[config.mk]
export PLATFORM = sky130hd
export DESIGN_NAME = arinc429_bcd_field_codec_flat
export DESIGN_NICKNAME = d
export VERILOG_FILES = /design/src/design/abcd_pkg.sv /design/src/design/abcd_in_if.sv /design/src/design/abcd_out_if.sv /design/src/design/arinc429_bcd_field_codec.sv /design/src/flat_wrapper.sv
export SDC_FILE = /design/constraint.sdc
export NUM_CORES = 1
export LEC_CHECK = 0
export ABC_AREA = 1
export BUFFER_PORTS_ARGS = -buffer_cell sky130_fd_sc_hd__buf_2
export CAP_MARGIN = 20
export CORE_ASPECT_RATIO = 1.25
export CORE_MARGIN = 4
export CORE_UTILIZATION = 55
export CTS_BUF_LIST = sky130_fd_sc_hd__clkbuf_8
export DETAILED_ROUTE_END_ITERATION = 7
export PLACE_DENSITY_LB_ADDON = 0.2
export SYNTH_ARGS = -nofsm -noshare
export SYNTH_HDL_FRONTEND = slang
export SYNTH_SLANG_ARGS = --single-unit
[constraint.sdc]
create_clock -name clk -period 14.7 [get_ports clk]
set_input_delay 1.47 -clock clk [delete_from_list [all_inputs] [get_ports clk]]
set_output_delay 1.47 -clock clk [all_outputs]
set_load 0.1 [all_outputs]
[src/design/abcd_pkg.sv]
`default_nettype none
// Shared widths, register codes, field tables and helpers for the ARINC 429 BCD field codec.
package abcd_pkg;

    localparam int WORD_W      = 32;
    localparam int MAG_W       = 20;
    localparam int DEC_W       = 19;
    localparam int LAYOUT_W    = 2;
    localparam int COUNT_W     = 3;
    localparam int CFG_INDEX_W = 1;
    localparam int CFG_DATA_W  = 3;

    // Six digit fields at most, four bits each at most.
    localparam int MAX_FIELDS  = 6;
    localparam int DIGIT_W     = 4;
    localparam int NUM_TABS    = 4;

    // Binary to BCD conversion: seven BCD digits cover a 20-bit magnitude.
    localparam int BCD_DIGITS     = 7;
    localparam int DD_W           = MAG_W + BCD_DIGITS * DIGIT_W;
    localparam int DD_STAGE_STEPS = 5;

    // Weighted digits are summed at this width; the sum always fits.
    localparam int PROD_W = 21;

    localparam logic [DEC_W-1:0] DEC_MAX = 19'd266665;

    // Sign/status matrix bits, ARINC bits 30 and 31.
    localparam int SSM_LO = 29;
    localparam int SSM_HI = 30;

    localparam logic [LAYOUT_W-1:0] LAYOUT_STD  = 2'd0;
    localparam logic [LAYOUT_W-1:0] LAYOUT_FLNO = 2'd1;
    localparam logic [LAYOUT_W-1:0] LAYOUT_ATC  = 2'd2;

    localparam logic [CFG_INDEX_W-1:0] REG_LAYOUT      = 1'b0;
    localparam logic [CFG_INDEX_W-1:0] REG_DIGIT_COUNT = 1'b1;

    localparam logic [LAYOUT_W-1:0]  LAYOUT_RESET = LAYOUT_STD;
    localparam logic [COUNT_W-1:0]   COUNT_RESET  = 3'd5;

    typedef enum logic [1:0] {
        TAB_STD5 = 2'd0,
        TAB_STD6 = 2'd1,
        TAB_FLNO = 2'd2,
        TAB_ATC  = 2'd3
    } tab_t;

    typedef struct packed {
        tab_t               tab;
        logic [COUNT_W-1:0] nf;
        logic [COUNT_W-1:0] nd;
    } sel_t;

    // Low word bit of each field, most significant digit first.
    localparam logic [4:0] FIELD_LO [NUM_TABS][MAX_FIELDS] = '{
        '{5'd26, 5'd22, 5'd18, 5'd14, 5'd10, 5'd0},
        '{5'd28, 5'd24, 5'd20, 5'd16, 5'd12, 5'd8},
        '{5'd25, 5'd21, 5'd17, 5'd13, 5'd0,  5'd0},
        '{5'd26, 5'd23, 5'd20, 5'd17, 5'd0,  5'd0}
    };

    localparam logic [DIGIT_W-1:0] FIELD_MASK [NUM_TABS][MAX_FIELDS] = '{
        '{4'h7, 4'hF, 4'hF, 4'hF, 4'hF, 4'h0},
        '{4'h1, 4'hF, 4'hF, 4'hF, 4'hF, 4'hF},
        '{4'hF, 4'hF, 4'hF, 4'hF, 4'h0, 4'h0},
        '{4'h7, 4'h7, 4'h7, 4'h7, 4'h0, 4'h0}
    };

    localparam logic [PROD_W-1:0] POW10 [MAX_FIELDS] = '{
        21'd1, 21'd10, 21'd100, 21'd1000, 21'd10000, 21'd100000
    };

    // Chooses the field table, the number of fields written or read and the
    // number of digits that form the value.
    function automatic sel_t pick(input logic [LAYOUT_W-1:0] layout,
                                  input logic [COUNT_W-1:0]  count,
                                  input logic                encode);
        sel_t s;
        logic [COUNT_W-1:0] clamped;
        s.tab   = TAB_STD5;
        s.nf    = '0;
        s.nd    = '0;
        clamped = (count > 3'd4) ? 3'd4 : count;
        case (layout)
            LAYOUT_STD:
            begin
                if (count >= 3'd1 && count <= 3'd5)
                begin
                    s.nf = count;
                    s.nd = count;
                end
                else if (count == 3'd6)
                begin
                    s.tab = TAB_STD6;
                    s.nf  = 3'd6;
                    s.nd  = 3'd6;
                end
            end
            LAYOUT_FLNO:
            begin
                s.tab = TAB_FLNO;
                if (encode)
                begin
                    if (count >= 3'd1 && count <= 3'd4)
                    begin
                        s.nf = count;
                        s.nd = count;
                    end
                    else if (count == 3'd5)
                    begin
                        s.nf = 3'd4;
                        s.nd = 3'd5;
                    end
                end
                else
                begin
                    s.nf = clamped;
                    s.nd = clamped;
                end
            end
            LAYOUT_ATC:
            begin
                s.tab = TAB_ATC;
                if (encode)
                begin
                    if (count >= 3'd1 && count <= 3'd4)
                    begin
                        s.nf = count;
                        s.nd = count;
                    end
                end
                else
                begin
                    s.nf = clamped;
                    s.nd = clamped;
                end
            end
            default:
            begin
                s.nf = '0;
            end
        endcase
        return s;
    endfunction

    // Five shift-and-add-three steps of the binary to BCD conversion.
    function automatic logic [DD_W-1:0] dd_run(input logic [DD_W-1:0] s_in);
        logic [DD_W-1:0] s;
        int st;
        int d;
        s = s_in;
        for (st = 0; st < DD_STAGE_STEPS; st++)
        begin
            for (d = 0; d < BCD_DIGITS; d++)
            begin
                if (s[MAG_W + DIGIT_W*d +: DIGIT_W] >= 4'd5)
                    s[MAG_W + DIGIT_W*d +: DIGIT_W] = s[MAG_W + DIGIT_W*d +: DIGIT_W] + 4'd3;
            end
            s = s << 1;
        end
        return s;
    endfunction

endpackage
`default_nettype wire

[src/design/abcd_in_if.sv]
`default_nettype none
// Request channel: one word to decode or one magnitude to encode per transaction.
interface abcd_in_if;
    import abcd_pkg::*;

    logic               valid;
    logic               ready;
    logic               kind;
    logic [WORD_W-1:0]  word_in;
    logic [MAG_W-1:0]   magnitude;
    logic               negative;

    modport source (output valid, kind, word_in, magnitude, negative, input ready);
    modport sink   (input valid, kind, word_in, magnitude, negative, output ready);
endinterface
`default_nettype wire

[src/design/abcd_out_if.sv]
`default_nettype none
// Result channel: the updated word and the decoded value per transaction.
interface abcd_out_if;
    import abcd_pkg::*;

    logic               valid;
    logic               ready;
    logic [WORD_W-1:0]  word_out;
    logic [DEC_W-1:0]   decoded_value;

    modport source (output valid, word_out, decoded_value, input ready);
    modport sink   (input valid, word_out, decoded_value, output ready);
endinterface
`default_nettype wire

[src/design/arinc429_bcd_field_codec.sv]
`default_nettype none
// Top level: five-stage pipelined ARINC 429 BCD field encoder and decoder.
// Each transaction passes through five register stages, s1 to s5, on its way to the result channel.
// Throughput: one transaction per cycle while the result side is ready; the binary to BCD conversion spreads its
// twenty shift steps over four stages and sets the depth.
// A stalled stage holds its contents; empty stages upstream still fill.
// Reset clears all stage valid bits and sets layout to standard and digit count to five.
module arinc429_bcd_field_codec (
    input  logic                              clk,
    input  logic                              rst_n,
    input  logic                              cfg_we,
    input  logic [abcd_pkg::CFG_INDEX_W-1:0]  cfg_index,
    input  logic [abcd_pkg::CFG_DATA_W-1:0]   cfg_data,
    abcd_in_if.sink                           item,
    abcd_out_if.source                        result
);
    import abcd_pkg::*;

    logic [LAYOUT_W-1:0] layout_reg;
    logic [COUNT_W-1:0]  digit_count_reg;

    logic s1_v_reg, s2_v_reg, s3_v_reg, s4_v_reg, s5_v_reg;
    logic adv1, adv2, adv3, adv4, adv5;

    logic              s1_kind_reg, s2_kind_reg, s3_kind_reg, s4_kind_reg;
    logic              s1_neg_reg, s2_neg_reg, s3_neg_reg, s4_neg_reg;
    logic [WORD_W-1:0] s1_word_reg, s2_word_reg, s3_word_reg, s4_word_reg;
    logic [DD_W-1:0]   s1_dd_reg, s2_dd_reg, s3_dd_reg, s4_dd_reg;

    logic [DIGIT_W-1:0] fld [MAX_FIELDS];
    logic [DIGIT_W-1:0] s1_slot_next [MAX_FIELDS];
    logic [DIGIT_W-1:0] s1_slot_reg [MAX_FIELDS];
    logic [PROD_W-1:0]  s2_prod_reg [MAX_FIELDS];
    logic [PROD_W-1:0]  s3_pair_reg [3];
    logic [PROD_W-1:0]  s4_sum_reg;

    logic [DIGIT_W-1:0] enc_digit [MAX_FIELDS];
    logic [WORD_W-1:0]  word5_next;
    logic [DEC_W-1:0]   dec5_next;
    logic [WORD_W-1:0]  word5_reg;
    logic [DEC_W-1:0]   dec5_reg;

    sel_t sel_dec;
    sel_t sel_enc;

    // Each stage moves on when it is empty or the stage after it moves on.
    assign adv5 = !s5_v_reg || result.ready;
    assign adv4 = !s4_v_reg || adv5;
    assign adv3 = !s3_v_reg || adv4;
    assign adv2 = !s2_v_reg || adv3;
    assign adv1 = !s1_v_reg || adv2;

    assign item.ready           = adv1;
    assign result.valid         = s5_v_reg;
    assign result.word_out      = word5_reg;
    assign result.decoded_value = dec5_reg;

    always_ff @(posedge clk or negedge rst_n)
    begin
        if (!rst_n)
        begin
            layout_reg      <= LAYOUT_RESET;
            digit_count_reg <= COUNT_RESET;
        end
        else if (cfg_we)
        begin
            unique case (cfg_index)
                REG_LAYOUT:      layout_reg      <= cfg_data[LAYOUT_W-1:0];
                REG_DIGIT_COUNT: digit_count_reg <= cfg_data[COUNT_W-1:0];
                default:         layout_reg      <= layout_reg;
            endcase
        end
    end

    always_ff @(posedge clk or negedge rst_n)
    begin
        if (!rst_n)
        begin
            s1_v_reg <= 1'b0;
            s2_v_reg <= 1'b0;
            s3_v_reg <= 1'b0;
            s4_v_reg <= 1'b0;
            s5_v_reg <= 1'b0;
        end
        else
        begin
            if (adv1) s1_v_reg <= item.valid;
            if (adv2) s2_v_reg <= s1_v_reg;
            if (adv3) s3_v_reg <= s2_v_reg;
            if (adv4) s4_v_reg <= s3_v_reg;
            if (adv5) s5_v_reg <= s4_v_reg;
        end
    end

    // Decode side: pull the fields out of the word and place each one at the
    // slot of its power of ten; unused slots are zero.
    always_comb
    begin
        logic [WORD_W-1:0] shifted;
        sel_dec = pick(layout_reg, digit_count_reg, 1'b0);
        for (int i = 0; i < MAX_FIELDS; i++)
        begin
            shifted = item.word_in >> FIELD_LO[sel_dec.tab][i];
            fld[i]  = shifted[DIGIT_W-1:0] & FIELD_MASK[sel_dec.tab][i];
        end
        for (int p = 0; p < MAX_FIELDS; p++)
        begin
            s1_slot_next[p] = '0;
            if (3'(p) < sel_dec.nf)
                s1_slot_next[p] = fld[3'(sel_dec.nf - 3'(p) - 3'd1)];
        end
    end

    // Encode side: write the BCD digits into the digit fields, and the sign into the SSM in standard layout.
    always_comb
    begin
        logic [WORD_W-1:0]  w;
        logic [WORD_W-1:0]  fmask;
        logic [COUNT_W-1:0] k;
        logic [DIGIT_W-1:0] digit;
        sel_enc = pick(layout_reg, digit_count_reg, 1'b1);
        for (int d = 0; d < MAX_FIELDS; d++)
            enc_digit[d] = s4_dd_reg[MAG_W + DIGIT_W*d +: DIGIT_W];
        w = s4_word_reg;
        for (int i = 0; i < MAX_FIELDS; i++)
        begin
            k     = sel_enc.nd - 3'(i) - 3'd1;
            digit = enc_digit[k] & FIELD_MASK[sel_enc.tab][i];
            fmask = {{(WORD_W-DIGIT_W){1'b0}}, FIELD_MASK[sel_enc.tab][i]}
                    << FIELD_LO[sel_enc.tab][i];
            if (3'(i) < sel_enc.nf)
                w = (w & ~fmask)
                    | ({{(WORD_W-DIGIT_W){1'b0}}, digit} << FIELD_LO[sel_enc.tab][i]);
        end
        if (layout_reg == LAYOUT_STD)
            w[SSM_HI:SSM_LO] = {2{s4_neg_reg}};
        word5_next = s4_kind_reg ? w : s4_word_reg;
        dec5_next  = s4_kind_reg ? '0 : s4_sum_reg[DEC_W-1:0];
    end

    always_ff @(posedge clk)
    begin
        if (adv1)
        begin
            s1_kind_reg <= item.kind;
            s1_neg_reg  <= item.negative;
            s1_word_reg <= item.word_in;
            s1_dd_reg   <= dd_run({{(BCD_DIGITS*DIGIT_W){1'b0}}, item.magnitude});
            s1_slot_reg <= s1_slot_next;
        end
        if (adv2)
        begin
            s2_kind_reg <= s1_kind_reg;
            s2_neg_reg  <= s1_neg_reg;
            s2_word_reg <= s1_word_reg;
            s2_dd_reg   <= dd_run(s1_dd_reg);
            for (int p = 0; p < MAX_FIELDS; p++)
                s2_prod_reg[p] <= PROD_W'(s1_slot_reg[p]) * POW10[p];
        end
        if (adv3)
        begin
            s3_kind_reg    <= s2_kind_reg;
            s3_neg_reg     <= s2_neg_reg;
            s3_word_reg    <= s2_word_reg;
            s3_dd_reg      <= dd_run(s2_dd_reg);
            s3_pair_reg[0] <= s2_prod_reg[0] + s2_prod_reg[1];
            s3_pair_reg[1] <= s2_prod_reg[2] + s2_prod_reg[3];
            s3_pair_reg[2] <= s2_prod_reg[4] + s2_prod_reg[5];
        end
        if (adv4)
        begin
            s4_kind_reg <= s3_kind_reg;
            s4_neg_reg  <= s3_neg_reg;
            s4_word_reg <= s3_word_reg;
            s4_dd_reg   <= dd_run(s3_dd_reg);
            s4_sum_reg  <= s3_pair_reg[0] + s3_pair_reg[1] + s3_pair_reg[2];
        end
        if (adv5)
        begin
            word5_reg <= word5_next;
            dec5_reg  <= dec5_next;
        end
    end

    // An empty output stage must never hold back the request side.
    a_ready_when_drained: assert property (@(posedge clk) disable iff (!rst_n)
        !s5_v_reg |-> item.ready)
        else $error("request side stalled with an empty output stage");

    a_accept_fills_s1: assert property (@(posedge clk) disable iff (!rst_n)
        item.valid && item.ready |=> s1_v_reg)
        else $error("accepted transaction did not reach the first stage");

    a_stage4_holds: assert property (@(posedge clk) disable iff (!rst_n)
        s4_v_reg && !adv4 |=> s4_v_reg && $stable(s4_word_reg) && $stable(s4_sum_reg))
        else $error("stalled stage four lost or changed its contents");

    a_decoded_range: assert property (@(posedge clk) disable iff (!rst_n)
        result.valid |-> result.decoded_value <= DEC_MAX)
        else $error("decoded value above the largest field sum");

endmodule
`default_nettype wire
[src/flat_wrapper.sv]
// flat-port wrapper written by rule: the top's interface ports become plain ports
module arinc429_bcd_field_codec_flat import abcd_pkg::*;
  (clk, rst_n, cfg_we, cfg_index, cfg_data, item_valid, item_kind, item_word_in, item_magnitude, item_negative, item_ready, result_valid, result_word_out, result_decoded_value, result_ready);
  abcd_in_if item_i ();
  abcd_out_if result_i ();
  input  logic clk;
  input  logic rst_n;
  input  logic cfg_we;
  input  logic [abcd_pkg::CFG_INDEX_W-1:0] cfg_index;
  input  logic [abcd_pkg::CFG_DATA_W-1:0] cfg_data;
  input wire logic [$bits(item_i.valid)-1:0] item_valid;
  input wire logic [$bits(item_i.kind)-1:0] item_kind;
  input wire logic [$bits(item_i.word_in)-1:0] item_word_in;
  input wire logic [$bits(item_i.magnitude)-1:0] item_magnitude;
  input wire logic [$bits(item_i.negative)-1:0] item_negative;
  output wire logic [$bits(item_i.ready)-1:0] item_ready;
  output wire logic [$bits(result_i.valid)-1:0] result_valid;
  output wire logic [$bits(result_i.word_out)-1:0] result_word_out;
  output wire logic [$bits(result_i.decoded_value)-1:0] result_decoded_value;
  input wire logic [$bits(result_i.ready)-1:0] result_ready;
  assign item_i.valid = item_valid;
  assign item_i.kind = item_kind;
  assign item_i.word_in = item_word_in;
  assign item_i.magnitude = item_magnitude;
  assign item_i.negative = item_negative;
  assign item_ready = item_i.ready;
  assign result_valid = result_i.valid;
  assign result_word_out = result_i.word_out;
  assign result_decoded_value = result_i.decoded_value;
  assign result_i.ready = result_ready;
  arinc429_bcd_field_codec u_core (.clk(clk), .rst_n(rst_n), .cfg_we(cfg_we), .cfg_index(cfg_index), .cfg_data(cfg_data), .item(item_i), .result(result_i));
endmodule
* After elaboration in Yosys (flattened, before gate mapping)
Memory sizes are Yosys's and may differ from the RTL's.
Cells that the tools add are included.
** Word-level totals
- Register bits :: 378
- Bits in writable memories :: 189
- Bits of input ports :: 63
- Output and inout bits :: 53
- Logic and storage cells :: 668
- Memories kept :: 2
** Memories
- u_core.s2_prod_reg :: words 6, bits a word 21, read ports 6, clocked after Yosys merged registers in 0, wr ports 6, line arinc429_bcd_field_codec.sv:33 : logic [PROD_W-1:0] s2_prod_reg [MAX_FIELDS];
- u_core.s3_pair_reg :: words 3, bits a word 21, read ports 3, clocked after Yosys merged registers in 0, wr ports 3, line arinc429_bcd_field_codec.sv:34 : logic [PROD_W-1:0] s3_pair_reg [3];
** Cells by class
- Add/subtract/negate cells :: 138
- Multipliers :: 5
- $lt $le $gt $ge :: 142
- Equal/unequal tests :: 4
- Shift-type cells :: 18
- Muxes and demuxes :: 267
- Bitwise logic cells :: 44
- Reduce and logical (&&, ||, !) cells :: 16
** Operators with widths (number)
- $mux W4 :: 205
- $ge A4 B3 Y1 const B :: 112
- $add A4 B2 Y4 const B :: 100
- $shl A4 B5 Y32 :: 12
- $mux W32 :: 7
- $and A32 B32 Y32 :: 6
- $not A32 Y32 :: 6
- $or A32 B32 Y32 :: 6
- $shr A32 B5 Y4 :: 6
- $bmux W4 S3 :: 12
- $mux W3 :: 22
- $add A21 B21 Y21 :: 3
- $bmux W30 S2 :: 1
- $mux W30 :: 2
- $and A4 B4 Y4 :: 12
- $bmux W24 S2 :: 1
- $ge A4 B4 Y1 const B :: 12
- $mux W24 :: 2
- $not A3 Y4 :: 12
- $add A19 B19 Y19 :: 2
- $add A3 B2 Y3 const B :: 12
- $sub A3 B1 Y3 const B :: 12
- $mux W6 :: 4
- $pmux W3 S3 :: 2
- 32 further kinds :: 63

* Logic depth before layout (Yosys ltp)
- Depth in word-level cells :: 30
- Gate-level depth with buffers :: 38
- Gate-level depth less buffers :: 38

* Worst setup path before layout
Ideal clock, no wire load.
- Path kind :: input to output
- From :: input port result_ready
- To :: output port item_ready
- Arrival time :: 8798 ps
- Data required time :: 13230 ps
- Setup slack :: 4432 ps
- Cell stages on the path :: 8
- Buffers on the path :: 0
- Cell sequence :: nor2_1 -> inv_1 -> nor2_1 -> inv_1 -> nor2_1 -> inv_1 -> nor2_1 -> nand2_1
** Between the ends
- Cells in the longest elaborated chain, start to end :: 5
** Ends and longest elaborated chain
- from (decl) :: line flat_wrapper.sv:20 : input wire logic [$bits(result_i.ready)-1:0] result_ready;
- $logic_or A1 B1 Y1 :: line arinc429_bcd_field_codec.sv:47 : assign adv5 = !s5_v_reg || result.ready;
- via u_core.adv5 :: line arinc429_bcd_field_codec.sv:23 : logic adv1, adv2, adv3, adv4, adv5;
- $logic_or A1 B1 Y1 :: line arinc429_bcd_field_codec.sv:48 : assign adv4 = !s4_v_reg || adv5;
- via u_core.adv4 :: line arinc429_bcd_field_codec.sv:23
- $logic_or A1 B1 Y1 :: line arinc429_bcd_field_codec.sv:49 : assign adv3 = !s3_v_reg || adv4;
- via u_core.adv3 :: line arinc429_bcd_field_codec.sv:23
- $logic_or A1 B1 Y1 :: line arinc429_bcd_field_codec.sv:50 : assign adv2 = !s2_v_reg || adv3;
- $logic_or A1 B1 Y1 :: line arinc429_bcd_field_codec.sv:51 : assign adv1 = !s1_v_reg || adv2;
- to (decl) :: line flat_wrapper.sv:16 : output wire logic [$bits(item_i.ready)-1:0] item_ready;
The timed path passes the listed nets, and every way through them passes these cells.

* Final worst setup path
Same ends and word-level chain as after synthesis.

==> results.txt <==
iteration-0 DRC count of the detailed router - 1591
Starting Density - 0.559
r2r setup slk - 9.37 ns
clock skew - 0.0249 ns
R2R depth - 32
CP Data Arrival Time - 4.72 ns
vias in the first global route - 21.5k
Die Y - 259 um
number of synthesized flops with an enable pin - 417
routability cong. - 0.979
number of H-tree levels - 3
Worst-Skew Late Latency - 0.64 ns
Hold Path Origin - u_core.s2_word_reg[4]
Post-Synth XOR/XNOR Area - 0.0291
cts repair resizes - 0
largest family of logic cells by synthesized area - simple AND/OR/NAND/NOR gates
Setup Viol. Count Final - 0
Detail Placement HPWL - 49.9 mm
Synth Area in Compound Gates - 0.0958
Max-slew headroom - 0.264
core region area - 0.0496 mm^2
count of input and output buffers - 115
sequential fraction of the synthesis area - 0.461
Worst setup EP type - output pin
Vias/cell - 5.46
syn avg cell area - 8.74 um^2
clock tree buffer depth - 3
fraction of synthesized area in multiplexers - 0.00144
Post CTS Setup Buffer Count - 0
first-pass GRT wire length - 106 mm
final worst path period share - 0.421
GRT Util Overall - 0.240
Mapped Nets - 3507
Worst Path Required - 13.23 ns
WL/cell - 16.3 um
Worst-path clk slew - 0.06 ns
status - completed
DRC - 0
global route overflow - 0
CP Max Fanout - 59
Root Driver - clkbuf_8
total CTS buffers - 70
Hold Path Class - register to register
number of distinct library cells after synthesis - 56
CP startpoint kind - primary input
Post-Synth Adder-Cell Area - 0.127
DIE WIDTH - 209 um
layout cells sized above 1 - 0.0912
worst setup path category - primary input to output pin
number of flip-flops in the largest register - 58
mapped cell area - 0.0277 mm^2
via count - 21.9k
largest net degree at the start of global routing - 81
hold depth - 0
min Tclk post-route - 6.19 ns
CP peak stage delay - 0.43 ns
Worst Tran Pin Value - 1.09 ns
top_reg_cell synth - edfxtp_1
Max Cap Viol - 0
Yosys warning total - 0
Fmax - 0.162 GHz
Hold EP - u_core.s3_word_reg[4]
RSZ-0062 raised after global routing - no
CP cell instances - buf_2, nor2_1, inv_2, buf_4, nor2_1, clkinv_2, nor2_1, inv_4, nor2_1, nand2_4, buf_2
Synth Instances - 3175
final net count - 3650
WHS - 0.410 ns
reg2reg start - u_core.s2_dd_reg[24]
CTS sink cnt - 427
row cnt - 91
Final Hold Fails - 0
R2R Path End - u_core.s3_dd_reg[29]
CTS tree - yes
Simple-Gate Fraction of Synth Area - 0.215
CP most frequent cell - nor2_1
Fin Setup TNS - 0 ns
Final Slew Violations - 0
FF+latch count, synth - 427
Detailed Routing Iterations Pass 1 - 8
total wire length - 65.5 mm
Top-Level Pins - 116
Area growth syn-to-layout - 9.29%
initial antenna violation count - 1
Slowest cell on crit path - nor2_1
Routed Antenna Nets - 0
hold_buf cts - 0
Synth async-reset ratio - 0.0234
DIE AREA - 0.0541 mm^2
## cells in the mapped netlist, types with 6 or more instances
cell      count  area [um^2]
nand2_1     800         3000
inv_1       441         1660
edfxtp_1    417        12500
nand3_1     320         1600
ha_1        247         3090
o21ai_0     188          941
nor2_1      186          698
a21oi_1     142          711
xor2_1       70          613
o21ai_1      36          180
clkbuf_1     34          128
o211ai_1     25          188
o21ai_2      23          201
fa_1         22          440
or2_2        22          138
nand4_1      20          125
xnor2_1      19          166
a31oi_1      12         75.1
nand3b_1     12         90.1
buf_2        11         55.1
buf_1        10         37.5
o21bai_1      9         67.6
dfrtp_1       8          200
inv_2         8         30.0
nand3_2       7         70.1
nor3_1        7         35.0
a21oi_2       6         52.6
and2_1        6         37.5
## per-stage QoR
step / setup slack (ns) / utilization / instances / cell area [um^2]
after global placement: 8.51 / 0.584 / 3895 / 29000
final: 8.51 / 0.611 / 4018 / 30300
after floorplan: 4.43 / - / 3175 / 27700
after detailed placement: 8.41 / 0.584 / 3895 / 29000
after global routing: 8.16 / 0.611 / 4018 / 30300
after CTS: 8.40 / 0.610 / 4015 / 30300
## placed cells by master (no fill, tap or decap), types with 23 or more instances in the layout
cell and instances:
o21ai_0 188, o21ai_1 36, buf_2 115, o211ai_1 25, inv_1 454, nor2_1 186, nand3_1 320, a21oi_1 142
edfxtp_1 417, nand2_1 799, clkbuf_8 72, o21ai_2 23, ha_1 247, xor2_1 70
## worst max-delay path, delay by kind of cell
family        cells  cell delay [ns]
simple gates      5             1.58
buf+inv           6             1.64
## worst max-delay path by stage
stage | cells after the start | slack, ns | startpoint | endpoint
finish | 11 | 8.51 | result_ready | item_ready
global route | 11 | 8.16 | result_ready | item_ready
CTS | 11 | 8.40 | result_ready | item_ready
detailed placement | 11 | 8.41 | result_ready | item_ready
global placement | 11 | 8.51 | result_ready | item_ready
floorplan | 8 | 4.43 | result_ready | item_ready
## cells by family after synthesis
| kind of cell | Yosys count |
|---|---|
| buf+inv | 512 |
| simple gates | 1402 |
| compound gates | 471 |
| flops | 427 |
| mux | 4 |
| xor+xnor | 90 |
| fa+ha+maj | 269 |
## per-layer routing
layer  vias up  share of wire  GRT usage
met3        92          0.054     0.0318
met1     10300           0.43      0.309
li1      10900              -          -
met5         -              0          0
met2       596           0.50      0.426
met4         0          0.020     0.0671
## final cells by class
class,instances,area (um^2)
clock inverter,48,313
sequential,427,12800
antenna,1,2.50
fill,4305,19300
multi-input combinational,2236,13000
tap,651,815
clock buffer,72,991
timing repair buffer,129,696
inverter,454,1710
Power is not shown: default switching activity piles up to over one toggle a cycle in this logic, so the estimate is an artifact.
